<file path="src/sv/overwrite_ring_buffer_top_defines.svh">
// assertion macros for the overwrite ring buffer
// expects clk_i and rst_ni in the scope of each use
`ifndef OVERWRITE_RING_BUFFER_TOP_DEFINES_SVH
`define OVERWRITE_RING_BUFFER_TOP_DEFINES_SVH

// property checked at every edge outside reset
`define ORB_ASSERT(label, prop, msg) \
  label: assert property (@(posedge clk_i) disable iff (!rst_ni) (prop)) else $error(msg);

// consequent checked in the cycle after the antecedent
`define ORB_ASSERT_NEXT(label, ante, cons, msg) \
  label: assert property (@(posedge clk_i) disable iff (!rst_ni) (ante) |=> (cons)) else $error(msg);

`endif

</file>
<file path="src/sv/orb_pkg.sv">
// shared types and codes for the overwrite ring buffer
// no dependencies
package orb_pkg;

  localparam logic REQ_PUSH = 1'b0;
  localparam logic REQ_POP  = 1'b1;

  localparam logic [1:0] STATUS_OK        = 2'd0;
  localparam logic [1:0] STATUS_UNDERFLOW = 2'd1;
  localparam logic [1:0] STATUS_OVERWRITE = 2'd2;

  localparam int RESET_CAPACITY = 16;

  typedef enum logic [1:0] {
    ST_IDLE,
    ST_EXEC,
    ST_READ,
    ST_FIN
  } ctrl_state_e;

  typedef struct packed {
    logic capture;
    logic exec;
    logic read;
    logic load;
  } dp_cmd_t;

  typedef struct packed {
    logic out_busy;
  } dp_sts_t;

endpackage

</file>
<file path="src/sv/orb_req_if.sv">
// request channel: push or pop with data
// no dependencies
interface orb_req_if #(
  parameter int DATA_WIDTH = 32
) ();
  logic                  valid;
  logic                  ready;
  logic                  req_type;
  logic [DATA_WIDTH-1:0] data_in;

  modport source (output valid, req_type, data_in, input ready);
  modport sink (input valid, req_type, data_in, output ready);
endinterface

</file>
<file path="src/sv/orb_rsp_if.sv">
// result channel: popped value, status and ring occupancy
// no dependencies
interface orb_rsp_if #(
  parameter int DATA_WIDTH = 32,
  parameter int CNT_W      = 5
) ();
  logic                  valid;
  logic                  ready;
  logic [DATA_WIDTH-1:0] pop_value;
  logic [1:0]            status;
  logic [CNT_W-1:0]      occupancy;
  logic                  is_full;
  logic                  is_empty;
  logic [DATA_WIDTH-1:0] oldest_value;

  modport source (output valid, pop_value, status, occupancy, is_full, is_empty, oldest_value,
                  input ready);
  modport sink (input valid, pop_value, status, occupancy, is_full, is_empty, oldest_value,
                output ready);
endinterface

</file>
<file path="src/sv/overwrite_ring_buffer_top.sv">
// top level of the overwrite ring buffer: controller plus datapath
// depends on orb_pkg, orb_req_if, orb_rsp_if, orb_ctrl and orb_dp
//
//   channel   direction  handshake            payload
//   in_if     in         valid / ready        req_type, data_in
//   rsp_if    out        valid / ready        pop_value, status, occupancy, flags, oldest_value
//   cfg       in         cfg_we_i             cfg_wdata_i (capacity in use)
//
// an item goes in order through capture, pointer update and memory write, head read, result load
// a new item is taken only after the last one has loaded its result; one registered read port at the head
// reset clears pointers and count and sets capacity to the smaller of DEPTH and 16; no memory clearing pass
// a stalled result holds in the output register; the next item is taken meanwhile and
// waits in its last step until that register frees
module overwrite_ring_buffer_top #(
  parameter int DEPTH      = 16,
  parameter int DATA_WIDTH = 32
) (
  input  logic                            clk_i,
  input  logic                            rst_ni,
  input  logic                            cfg_we_i,
  input  logic [$clog2(DEPTH+1)-1:0]      cfg_wdata_i,
  orb_req_if.sink                         in_if,
  orb_rsp_if.source                       rsp_if
);

  localparam int CNT_W = $clog2(DEPTH + 1);

  orb_pkg::dp_cmd_t cmd;
  orb_pkg::dp_sts_t sts;

  orb_ctrl u_ctrl (
    .clk_i      (clk_i),
    .rst_ni     (rst_ni),
    .in_valid_i (in_if.valid),
    .in_ready_o (in_if.ready),
    .sts_i      (sts),
    .cmd_o      (cmd)
  );

  orb_dp #(
    .DEPTH      (DEPTH),
    .DATA_WIDTH (DATA_WIDTH),
    .CNT_W      (CNT_W)
  ) u_dp (
    .clk_i          (clk_i),
    .rst_ni         (rst_ni),
    .cfg_we_i       (cfg_we_i),
    .cfg_wdata_i    (cfg_wdata_i),
    .req_type_i     (in_if.req_type),
    .data_in_i      (in_if.data_in),
    .cmd_i          (cmd),
    .sts_o          (sts),
    .out_valid_o    (rsp_if.valid),
    .out_ready_i    (rsp_if.ready),
    .pop_value_o    (rsp_if.pop_value),
    .status_o       (rsp_if.status),
    .occupancy_o    (rsp_if.occupancy),
    .is_full_o      (rsp_if.is_full),
    .is_empty_o     (rsp_if.is_empty),
    .oldest_value_o (rsp_if.oldest_value)
  );

endmodule

</file>
<file path="src/sv/orb_ctrl.sv">
// sequencing state machine for the overwrite ring buffer
// depends on orb_pkg
module orb_ctrl (
  input  logic               clk_i,
  input  logic               rst_ni,
  input  logic               in_valid_i,
  output logic               in_ready_o,
  input  orb_pkg::dp_sts_t   sts_i,
  output orb_pkg::dp_cmd_t   cmd_o
);

  orb_pkg::ctrl_state_e state_q, state_d;

  always_ff @(posedge clk_i or negedge rst_ni) begin
    if (!rst_ni) begin
      state_q <= orb_pkg::ST_IDLE;
    end else begin
      state_q <= state_d;
    end
  end

  always_comb begin
    state_d    = state_q;
    in_ready_o = 1'b0;
    cmd_o      = '0;
    case (state_q)
      orb_pkg::ST_IDLE: begin
        in_ready_o = 1'b1;
        if (in_valid_i) begin
          cmd_o.capture = 1'b1;
          state_d       = orb_pkg::ST_EXEC;
        end
      end
      orb_pkg::ST_EXEC: begin
        cmd_o.exec = 1'b1;
        state_d    = orb_pkg::ST_READ;
      end
      orb_pkg::ST_READ: begin
        cmd_o.read = 1'b1;
        state_d    = orb_pkg::ST_FIN;
      end
      orb_pkg::ST_FIN: begin
        if (!sts_i.out_busy) begin
          cmd_o.load = 1'b1;
          state_d    = orb_pkg::ST_IDLE;
        end
      end
      default: begin
        state_d = orb_pkg::ST_IDLE;
      end
    endcase
  end

endmodule

</file>
<file path="src/sv/orb_dp.sv">
// pointers, count, entry memory and result register of the ring buffer
// depends on orb_pkg and overwrite_ring_buffer_top_defines.svh
`include "overwrite_ring_buffer_top_defines.svh"

module orb_dp #(
  parameter int DEPTH      = 16,
  parameter int DATA_WIDTH = 32,
  parameter int CNT_W      = 5
) (
  input  logic                  clk_i,
  input  logic                  rst_ni,
  input  logic                  cfg_we_i,
  input  logic [CNT_W-1:0]      cfg_wdata_i,
  input  logic                  req_type_i,
  input  logic [DATA_WIDTH-1:0] data_in_i,
  input  orb_pkg::dp_cmd_t      cmd_i,
  output orb_pkg::dp_sts_t      sts_o,
  output logic                  out_valid_o,
  input  logic                  out_ready_i,
  output logic [DATA_WIDTH-1:0] pop_value_o,
  output logic [1:0]            status_o,
  output logic [CNT_W-1:0]      occupancy_o,
  output logic                  is_full_o,
  output logic                  is_empty_o,
  output logic [DATA_WIDTH-1:0] oldest_value_o
);

  localparam int AW = (DEPTH > 1) ? $clog2(DEPTH) : 1;
  localparam int CapReset = (DEPTH < orb_pkg::RESET_CAPACITY) ? DEPTH
                                                              : orb_pkg::RESET_CAPACITY;

  function automatic logic [AW-1:0] ring_next(input logic [AW-1:0] idx,
                                              input logic [CNT_W-1:0] cap);
    logic [CNT_W-1:0] n;
    n = CNT_W'(idx) + CNT_W'(1);
    return (n >= cap) ? '0 : AW'(n);
  endfunction

  logic [DATA_WIDTH-1:0] mem [DEPTH];
  logic [DATA_WIDTH-1:0] rd_q;

  logic                  req_q;
  logic [DATA_WIDTH-1:0] data_q;
  logic [AW-1:0]         head_q, head_d;
  logic [AW-1:0]         tail_q, tail_d;
  logic [CNT_W-1:0]      count_q, count_d;
  logic [CNT_W-1:0]      cap_q, cap_d;
  logic                  pop_ok_q, pop_ok_d;
  logic [1:0]            stat_q, stat_d;
  logic [DATA_WIDTH-1:0] popped_q;

  logic                  out_valid_q, out_valid_d;
  logic [DATA_WIDTH-1:0] out_pop_q;
  logic [1:0]            out_stat_q;
  logic [CNT_W-1:0]      out_occ_q;
  logic                  out_full_q;
  logic                  out_empty_q;
  logic [DATA_WIDTH-1:0] out_oldest_q;

  // capacity clamp on write
  always_comb begin
    if (cfg_wdata_i == '0) begin
      cap_d = CNT_W'(1);
    end else if (cfg_wdata_i > CNT_W'(DEPTH)) begin
      cap_d = CNT_W'(DEPTH);
    end else begin
      cap_d = cfg_wdata_i;
    end
  end

  // pointer and count update for one item
  always_comb begin
    head_d   = head_q;
    tail_d   = tail_q;
    count_d  = count_q;
    pop_ok_d = 1'b0;
    stat_d   = orb_pkg::STATUS_OK;
    if (req_q == orb_pkg::REQ_PUSH) begin
      tail_d = ring_next(tail_q, cap_q);
      if (count_q < cap_q) begin
        count_d = count_q + CNT_W'(1);
      end else begin
        head_d = ring_next(head_q, cap_q);
        stat_d = orb_pkg::STATUS_OVERWRITE;
      end
    end else if (count_q == '0) begin
      stat_d = orb_pkg::STATUS_UNDERFLOW;
    end else begin
      head_d   = ring_next(head_q, cap_q);
      count_d  = count_q - CNT_W'(1);
      pop_ok_d = 1'b1;
    end
  end

  always_ff @(posedge clk_i or negedge rst_ni) begin
    if (!rst_ni) begin
      head_q  <= '0;
      tail_q  <= '0;
      count_q <= '0;
      cap_q   <= CNT_W'(CapReset);
    end else if (cfg_we_i) begin
      head_q  <= '0;
      tail_q  <= '0;
      count_q <= '0;
      cap_q   <= cap_d;
    end else if (cmd_i.exec) begin
      head_q  <= head_d;
      tail_q  <= tail_d;
      count_q <= count_d;
    end
  end

  // single write port at tail, registered read at head
  always_ff @(posedge clk_i) begin
    if (cmd_i.exec && (req_q == orb_pkg::REQ_PUSH)) begin
      mem[tail_q] <= data_q;
    end
    rd_q <= mem[head_q];
  end

  always_ff @(posedge clk_i) begin
    if (cmd_i.capture) begin
      req_q  <= req_type_i;
      data_q <= data_in_i;
    end
    if (cmd_i.exec) begin
      pop_ok_q <= pop_ok_d;
      stat_q   <= stat_d;
    end
    if (cmd_i.read) begin
      popped_q <= pop_ok_q ? rd_q : '0;
    end
    if (cmd_i.load) begin
      out_pop_q    <= popped_q;
      out_stat_q   <= stat_q;
      out_occ_q    <= count_q;
      out_full_q   <= (count_q == cap_q);
      out_empty_q  <= (count_q == '0);
      out_oldest_q <= (count_q != '0) ? rd_q : '0;
    end
  end

  always_comb begin
    out_valid_d = out_valid_q;
    if (cmd_i.load) begin
      out_valid_d = 1'b1;
    end else if (out_ready_i) begin
      out_valid_d = 1'b0;
    end
  end

  always_ff @(posedge clk_i or negedge rst_ni) begin
    if (!rst_ni) begin
      out_valid_q <= 1'b0;
    end else begin
      out_valid_q <= out_valid_d;
    end
  end

  assign sts_o.out_busy = out_valid_q && !out_ready_i;

  assign out_valid_o    = out_valid_q;
  assign pop_value_o    = out_pop_q;
  assign status_o       = out_stat_q;
  assign occupancy_o    = out_occ_q;
  assign is_full_o      = out_full_q;
  assign is_empty_o     = out_empty_q;
  assign oldest_value_o = out_oldest_q;

  `ORB_ASSERT(a_count_in_range, count_q <= cap_q, "entry count above capacity")
  `ORB_ASSERT(a_ptr_in_range, (CNT_W'(head_q) < cap_q) && (CNT_W'(tail_q) < cap_q), "pointer beyond capacity")
  `ORB_ASSERT(a_ring_aligned, ((count_q == '0) || (count_q == cap_q)) |-> (head_q == tail_q), "head and tail disagree with count")
  `ORB_ASSERT_NEXT(a_load_sets_valid, cmd_i.load, out_valid_q, "loaded result not presented")

endmodule

</file>
<file path="src/flat_wrapper.sv">
// flat-port wrapper written by rule: the top's interface ports become plain ports
module overwrite_ring_buffer_top_flat 
#(
  parameter int DEPTH      = 16,
  parameter int DATA_WIDTH = 32
)
  (clk_i, rst_ni, cfg_we_i, cfg_wdata_i, in_if_valid, in_if_req_type, in_if_data_in, in_if_ready, rsp_if_valid, rsp_if_pop_value, rsp_if_status, rsp_if_occupancy, rsp_if_is_full, rsp_if_is_empty, rsp_if_oldest_value, rsp_if_ready);
  orb_req_if #(.DATA_WIDTH(DATA_WIDTH)) in_if_i ();
  orb_rsp_if #(.DATA_WIDTH(DATA_WIDTH), .CNT_W(($clog2(DEPTH + 1)))) rsp_if_i ();
  input  logic clk_i;
  input  logic rst_ni;
  input  logic cfg_we_i;
  input  logic [$clog2(DEPTH+1)-1:0] cfg_wdata_i;
  input wire logic [$bits(in_if_i.valid)-1:0] in_if_valid;
  input wire logic [$bits(in_if_i.req_type)-1:0] in_if_req_type;
  input wire logic [$bits(in_if_i.data_in)-1:0] in_if_data_in;
  output wire logic [$bits(in_if_i.ready)-1:0] in_if_ready;
  output wire logic [$bits(rsp_if_i.valid)-1:0] rsp_if_valid;
  output wire logic [$bits(rsp_if_i.pop_value)-1:0] rsp_if_pop_value;
  output wire logic [$bits(rsp_if_i.status)-1:0] rsp_if_status;
  output wire logic [$bits(rsp_if_i.occupancy)-1:0] rsp_if_occupancy;
  output wire logic [$bits(rsp_if_i.is_full)-1:0] rsp_if_is_full;
  output wire logic [$bits(rsp_if_i.is_empty)-1:0] rsp_if_is_empty;
  output wire logic [$bits(rsp_if_i.oldest_value)-1:0] rsp_if_oldest_value;
  input wire logic [$bits(rsp_if_i.ready)-1:0] rsp_if_ready;
  assign in_if_i.valid = in_if_valid;
  assign in_if_i.req_type = in_if_req_type;
  assign in_if_i.data_in = in_if_data_in;
  assign in_if_ready = in_if_i.ready;
  assign rsp_if_valid = rsp_if_i.valid;
  assign rsp_if_pop_value = rsp_if_i.pop_value;
  assign rsp_if_status = rsp_if_i.status;
  assign rsp_if_occupancy = rsp_if_i.occupancy;
  assign rsp_if_is_full = rsp_if_i.is_full;
  assign rsp_if_is_empty = rsp_if_i.is_empty;
  assign rsp_if_oldest_value = rsp_if_i.oldest_value;
  assign rsp_if_i.ready = rsp_if_ready;
  overwrite_ring_buffer_top #(.DEPTH(DEPTH), .DATA_WIDTH(DATA_WIDTH)) u_core (.clk_i(clk_i), .rst_ni(rst_ni), .cfg_we_i(cfg_we_i), .cfg_wdata_i(cfg_wdata_i), .in_if(in_if_i), .rsp_if(rsp_if_i));
endmodule
</file>
<file path="config.mk">
export PLATFORM = sky130hd
export DESIGN_NAME = overwrite_ring_buffer_top_flat
export DESIGN_NICKNAME = d
export VERILOG_FILES = /design/src/sv/orb_pkg.sv /design/src/sv/orb_req_if.sv /design/src/sv/orb_rsp_if.sv /design/src/sv/overwrite_ring_buffer_top.sv /design/src/sv/orb_ctrl.sv /design/src/sv/orb_dp.sv /design/src/flat_wrapper.sv
export VERILOG_INCLUDE_DIRS = /design/src /design/src/sv
export SDC_FILE = /design/constraint.sdc
export NUM_CORES = 1
export LEC_CHECK = 0
export ABC_AREA = 1
export BUFFER_PORTS_ARGS = -buffer_cell sky130_fd_sc_hd__buf_4
export CORE_UTILIZATION = 30
export CTS_CLUSTER_DIAMETER = 80
export DETAILED_ROUTE_END_ITERATION = 10
export PLACE_DENSITY = 0.55
export SETUP_SLACK_MARGIN = 0.2
export SLEW_MARGIN = 5
export SYNTH_ARGS = -nofsm -noshare
export SYNTH_HDL_FRONTEND = slang
export SYNTH_HIERARCHICAL = 1
export SYNTH_SLANG_ARGS = --single-unit
</file>
<file path="constraint.sdc">
create_clock -name clk_i -period 5.71 [get_ports clk_i]
set_input_delay 0.2855 -clock clk_i [delete_from_list [all_inputs] [get_ports clk_i]]
set_output_delay 0.2855 -clock clk_i [all_outputs]
set_load 0.1 [all_outputs]
</file>
### After elaboration in Yosys (flattened, before gate mapping)

Memory sizes are Yosys's and may differ from the RTL's. A register that Yosys moved wholly into a read port is not among the register bits.
Cells that the tools add are included.

* RAM bits: 512
* word-level logic and storage cells: 85
* flip-flop bits (word level): 162
* input bits: 43
* memories kept: 1
* output and inout port bits: 75

Memories
* u_core.u_dp.mem: words 16, bits a word 32, rd ports 1, clocked after memory_dff 1, wr ports 1, line orb_dp.sv:39 `logic [DATA_WIDTH-1:0] mem [DEPTH];`

* reductions and logical operators: 14
* eq/ne operators: 9
* bitwise operators: 1
* mux-type cells: 35
* order comparisons: 4
* $add $sub $neg: 4

Operator list (count)
* $mux 4: 10
* $mux 5: 7
* $mux 1: 13
* $add 4x1->5 const B: 2
* $ge 5x5->1: 2
* $logic_not 5->1: 2
* $mux 2: 4
* $pmux 2 s4: 1
* $ne 2x2->1 const B: 3
* $ne 3x3->1 const B: 2
* $reduce_and 3->1: 2
* $add 5x1->5 const B: 1
* $eq 5x5->1: 1
* $gt 5x5->1 const B: 1
* $lt 5x5->1: 1
* $reduce_bool 5->1: 1
* $sub 5x1->5 const B: 1
* $eq 2x2->1 const B: 2
* $reduce_and 2->1: 2
* $reduce_bool 2->1: 2
* $reduce_bool 3->1: 1
* $eq 2x1->1 const B: 1
* $logic_and 1x1->1: 2
* $logic_not 2->1: 1
* 2 further kinds: 2

### Depth between registers and ports, before layout

* word-level depth: 7
* depth in mapped cells: 13

### By module

The synthesis kept the hierarchy.

By module, submodules not included
* orb_dp: times used 1, area each 27704.1 um^2, sequential area each 20726.1 um^2, cells each 2147
* orb_ctrl: times used 1, area each 181.4 um^2, sequential area each 50.0 um^2, cells each 25

### Worst setup path after synthesis

Ideal clock, no wire load.

* kind: reg2reg
* start point: register u_core.u_dp.out_valid_q, in the netlist u_core/u_dp/out_valid_o
* end point: register u_core.u_dp.out_empty_q, in the netlist u_core/u_dp/is_empty_o (enable)
* clock period less this slack: 4.529 ns
* slack: 1.181 ns
* cell stages (with the launch flop): 4
* required time: 5.203 ns
* arrival time: 4.022 ns
* setup time: 0.507 ns
* path buffers: 0
* path through: dfrtp_1 inv_1 nor2_1 nor2_1

RTL lines
* start, declared: line orb_dp.sv:52 `logic out_valid_q, out_valid_d;`
* start signal, assigned: line orb_dp.sv:156 `out_valid_q <= out_valid_d;`
* end signal, assigned: line orb_dp.sv:138 `out_empty_q <= (count_q == '0);`
* end, declared: line orb_dp.sv:57 `logic out_empty_q;`

==> results.ini <==
[outcome]
outcome = complete, no violations

[global_route]
grt_pass1_wl_mm = 91.9
gr-total-overflow = 0
grt_max_degree = 225
grt_pass1_vias = 15707
antenna_found_initial = 2
grt_usage = 0.128

[final_layout]
layout_commonest_cell = edfxtp_1
syn_to_final_growth_pct = 17.6
layout_common_cells = 653 x edfxtp_1, 363 x inv_1, 285 x nand2_1
drive_gt1_frac = 0.113
finalNetCount = 2371
fin_cells = 3599
n_fill_cell = 8777
multiInputGateArea_sq_um = 5230
fin_util = 0.357
seqCellArea_sq_um = 20800

[clocking]
clk_latency_ns = 0.61
postCtsSetupBuffers = 0
cts.sinks = 706
cts_buffers = 72
clk_pin_slew_ns = 0.06
cts-root-buf = clkbuf_16
clk_path_buf_depth = 3
htreeDepth = 3
cts_tree = done

[place]
place_inst = 3427
place_congestion = 0.770
portBuffers = 117
place_hpwl_mm = 34.2

[yosys]
synth_area_leaders = edfxtp_1 70%, inv_1 4.9%, nand2_1 3.8%
yosysUniqueCellTypes = 30
ys_seq_elements = 706
syn_area_per_cell_sq_um = 12.8
synth_top_area_cell = edfxtp_1
syn-num-nets = 2243
synth_top_area_share = 0.703
ys.flop_type = edfxtp_1
syn_inst = 2172
yosys_warnings = 6
syn-cell-area_sq_um = 27900
synth_edf_count = 653
seq_area_frac_synth = 0.745
synthArstFlopShare = 0.0297

[detailed_routing]
wl_met3_mm = 3.25
drc = 0
dr_wl_met2_mm = 28.6
viasPerCell = 4.50
drt_wl_total_mm = 60.3
drt_iter0_markers = 1336
routedWlPerCell_microns = 16.8
vias = 16193
wl_met1_mm = 27.2
drtAntennaViolNets = 0
drtPass1Iterations = 5
top_layer_used = met5

[die]
fp-row-count = 111
initial_core_util = 0.304
dieArea_sq_um = 94200
die_width_microns = 307
io_pins = 118
die_h_microns = 307
core_sq_um = 91800

[critical_path]
cp_max_fo = 32
cp-start-kind = flop
crit_required_ns = 5.92
worstSetupPathType = flop to flop
arrival_ns = 3.09
endpoint_kind = flop

[sta]
slew_violations = 0
rsz0062_at_grt = no
fin_setup_tns_ns = 0
hold_viol = 0
skew_ns = 0.0238
fmax_ghz = 0.348
slew_headroom = 0.0983
worstMarginPinSlew_ns = 1.35
min_period_ns = 2.87
min_period_over_period = 0.503
setup_viol = 0

[power]
ir_worst_vdd_mv = 0.399
power_leakage_nw = 12.2
power_density_nw_per_um2 = 502

[hold_path]
min_path_type = input port to flop

[run]
max-cap-violations = 0

-- where the power goes --
part	switching (mW)	leakage (nW)	internal, mW	total [mW]
Sequential	0.543	6.47	6.55	7.09
Clock	1.94	1.19	2.88	4.81
Combinational	3.42	4.54	1.15	4.57
-- what timing repair did --
action                                 in CTS  in global routing
hold buffers                               42                  0
setup endpoints to repair                   0                  0
endpoints found under the hold margin      59                  0
resized for setup                           0                  0
-- worst max-delay path: stages, from the launching register on --
cell and delay, ns:
dfrtp_1 0.41, inv_1 0.10, ha_1 0.27, inv_1 0.10, nor2_2 0.27, nand2_1 0.32
nor2_4 0.99
-- state kept, by name (all words and copies together), names as in the netlist, 5 cells and up --
| name | count |
|---|---|
| u_core/u_dp/popped_q | 32 |
| u_core/u_dp/pop_value_o | 32 |
| u_core/u_dp/mem | 512 |
| u_core/u_dp/data_q | 32 |
| u_core/u_dp/oldest_value_o | 32 |
| u_core/u_dp/rd_q | 32 |
| u_core/u_dp/occupancy_o | 5 |
| u_core/u_dp/count_q | 5 |
| u_core/u_dp/cap_q | 5 |
-- layout make-up --
type,count,area share
multi-input combinational,985,0.160
clock inverter,40,0.0145
timing repair buffer,170,0.0437
clock buffer,88,0.0590
antenna,2,0.000153
inverter,365,0.0418
sequential,706,0.634
tap,1243,0.0474
-- path summary, 6_finish.rpt --
kind	end	slack (ns)	from	cells past startpoint
hold / removal	u_core/u_dp/count_q[1]	0.07	cfg_we_i	4
hold reg to reg	u_core/u_dp/pop_value_o[6]	0.42	u_core/u_dp/popped_q[6]	0
max in group asynchronous	u_core/u_dp/cap_q[4]	5.32	rst_ni	2
min in group asynchronous	u_core/u_dp/cap_q[2]	0.11	rst_ni	2
setup reg to reg	u_core/u_dp/mem[9][25]	2.84	u_core/u_ctrl/state_q[1]	6
setup / recovery	u_core/u_dp/mem[9][25]	2.84	u_core/u_ctrl/state_q[1]	6
-- layer usage --
| metal | up-vias | GRT usage |
|---|---|---|
| met5 | - | 0 |
| met4 | 2 | 0.0402 |
| met3 | 88 | 0.0245 |
| met2 | 345 | 0.209 |
| met1 | 7933 | 0.171 |
| li1 | 7825 | - |
-- synth_stat cells, types with 2 or more instances --
cell,count
xnor2_1,2
buf_2,62
buf_6,16
o211ai_1,128
nand4_1,2
clkbuf_1,30
o22ai_1,3
nand2_1,285
o21ai_0,134
nand3_1,210
buf_1,8
a21oi_1,137
dfrtp_1,20
xor2_1,3
inv_1,364
a31oi_1,2
ha_1,27
dfxtp_1,32
nor2_1,41
edfxtp_1,653
nand2_2,4
-- cells by family after synthesis --
| kind of cell | Yosys count | share of synthesized area |
|---|---|---|
| DFF | 706 | 0.745 |
| buffers and inverters | 481 | 0.0718 |
| and+or+nand+nor | 546 | 0.0840 |
| xor gates and xnor gates | 5 | 0.00157 |
| AOI/OAI and AO/OA | 406 | 0.0847 |
| adders and majority gates | 28 | 0.0128 |
-- through the flow --
stage / power (mW) / worst slack, ns / cell area (sq um) / hold WS, ns
floorplan: 10.5 / 1.18 / 27900 / -0.0101
global placement: 11.7 / 2.80 / 30000 / 0.191
detailed placement: 11.8 / 2.74 / 30000 / 0.197
CTS: 16.7 / 2.73 / 32800 / 0.0308
global route: 17.3 / 2.61 / 32800 / 0.0836
finish: 16.5 / 2.84 / 32800 / 0.0706
No activity file was read; power rests on OpenSTA's default activity.
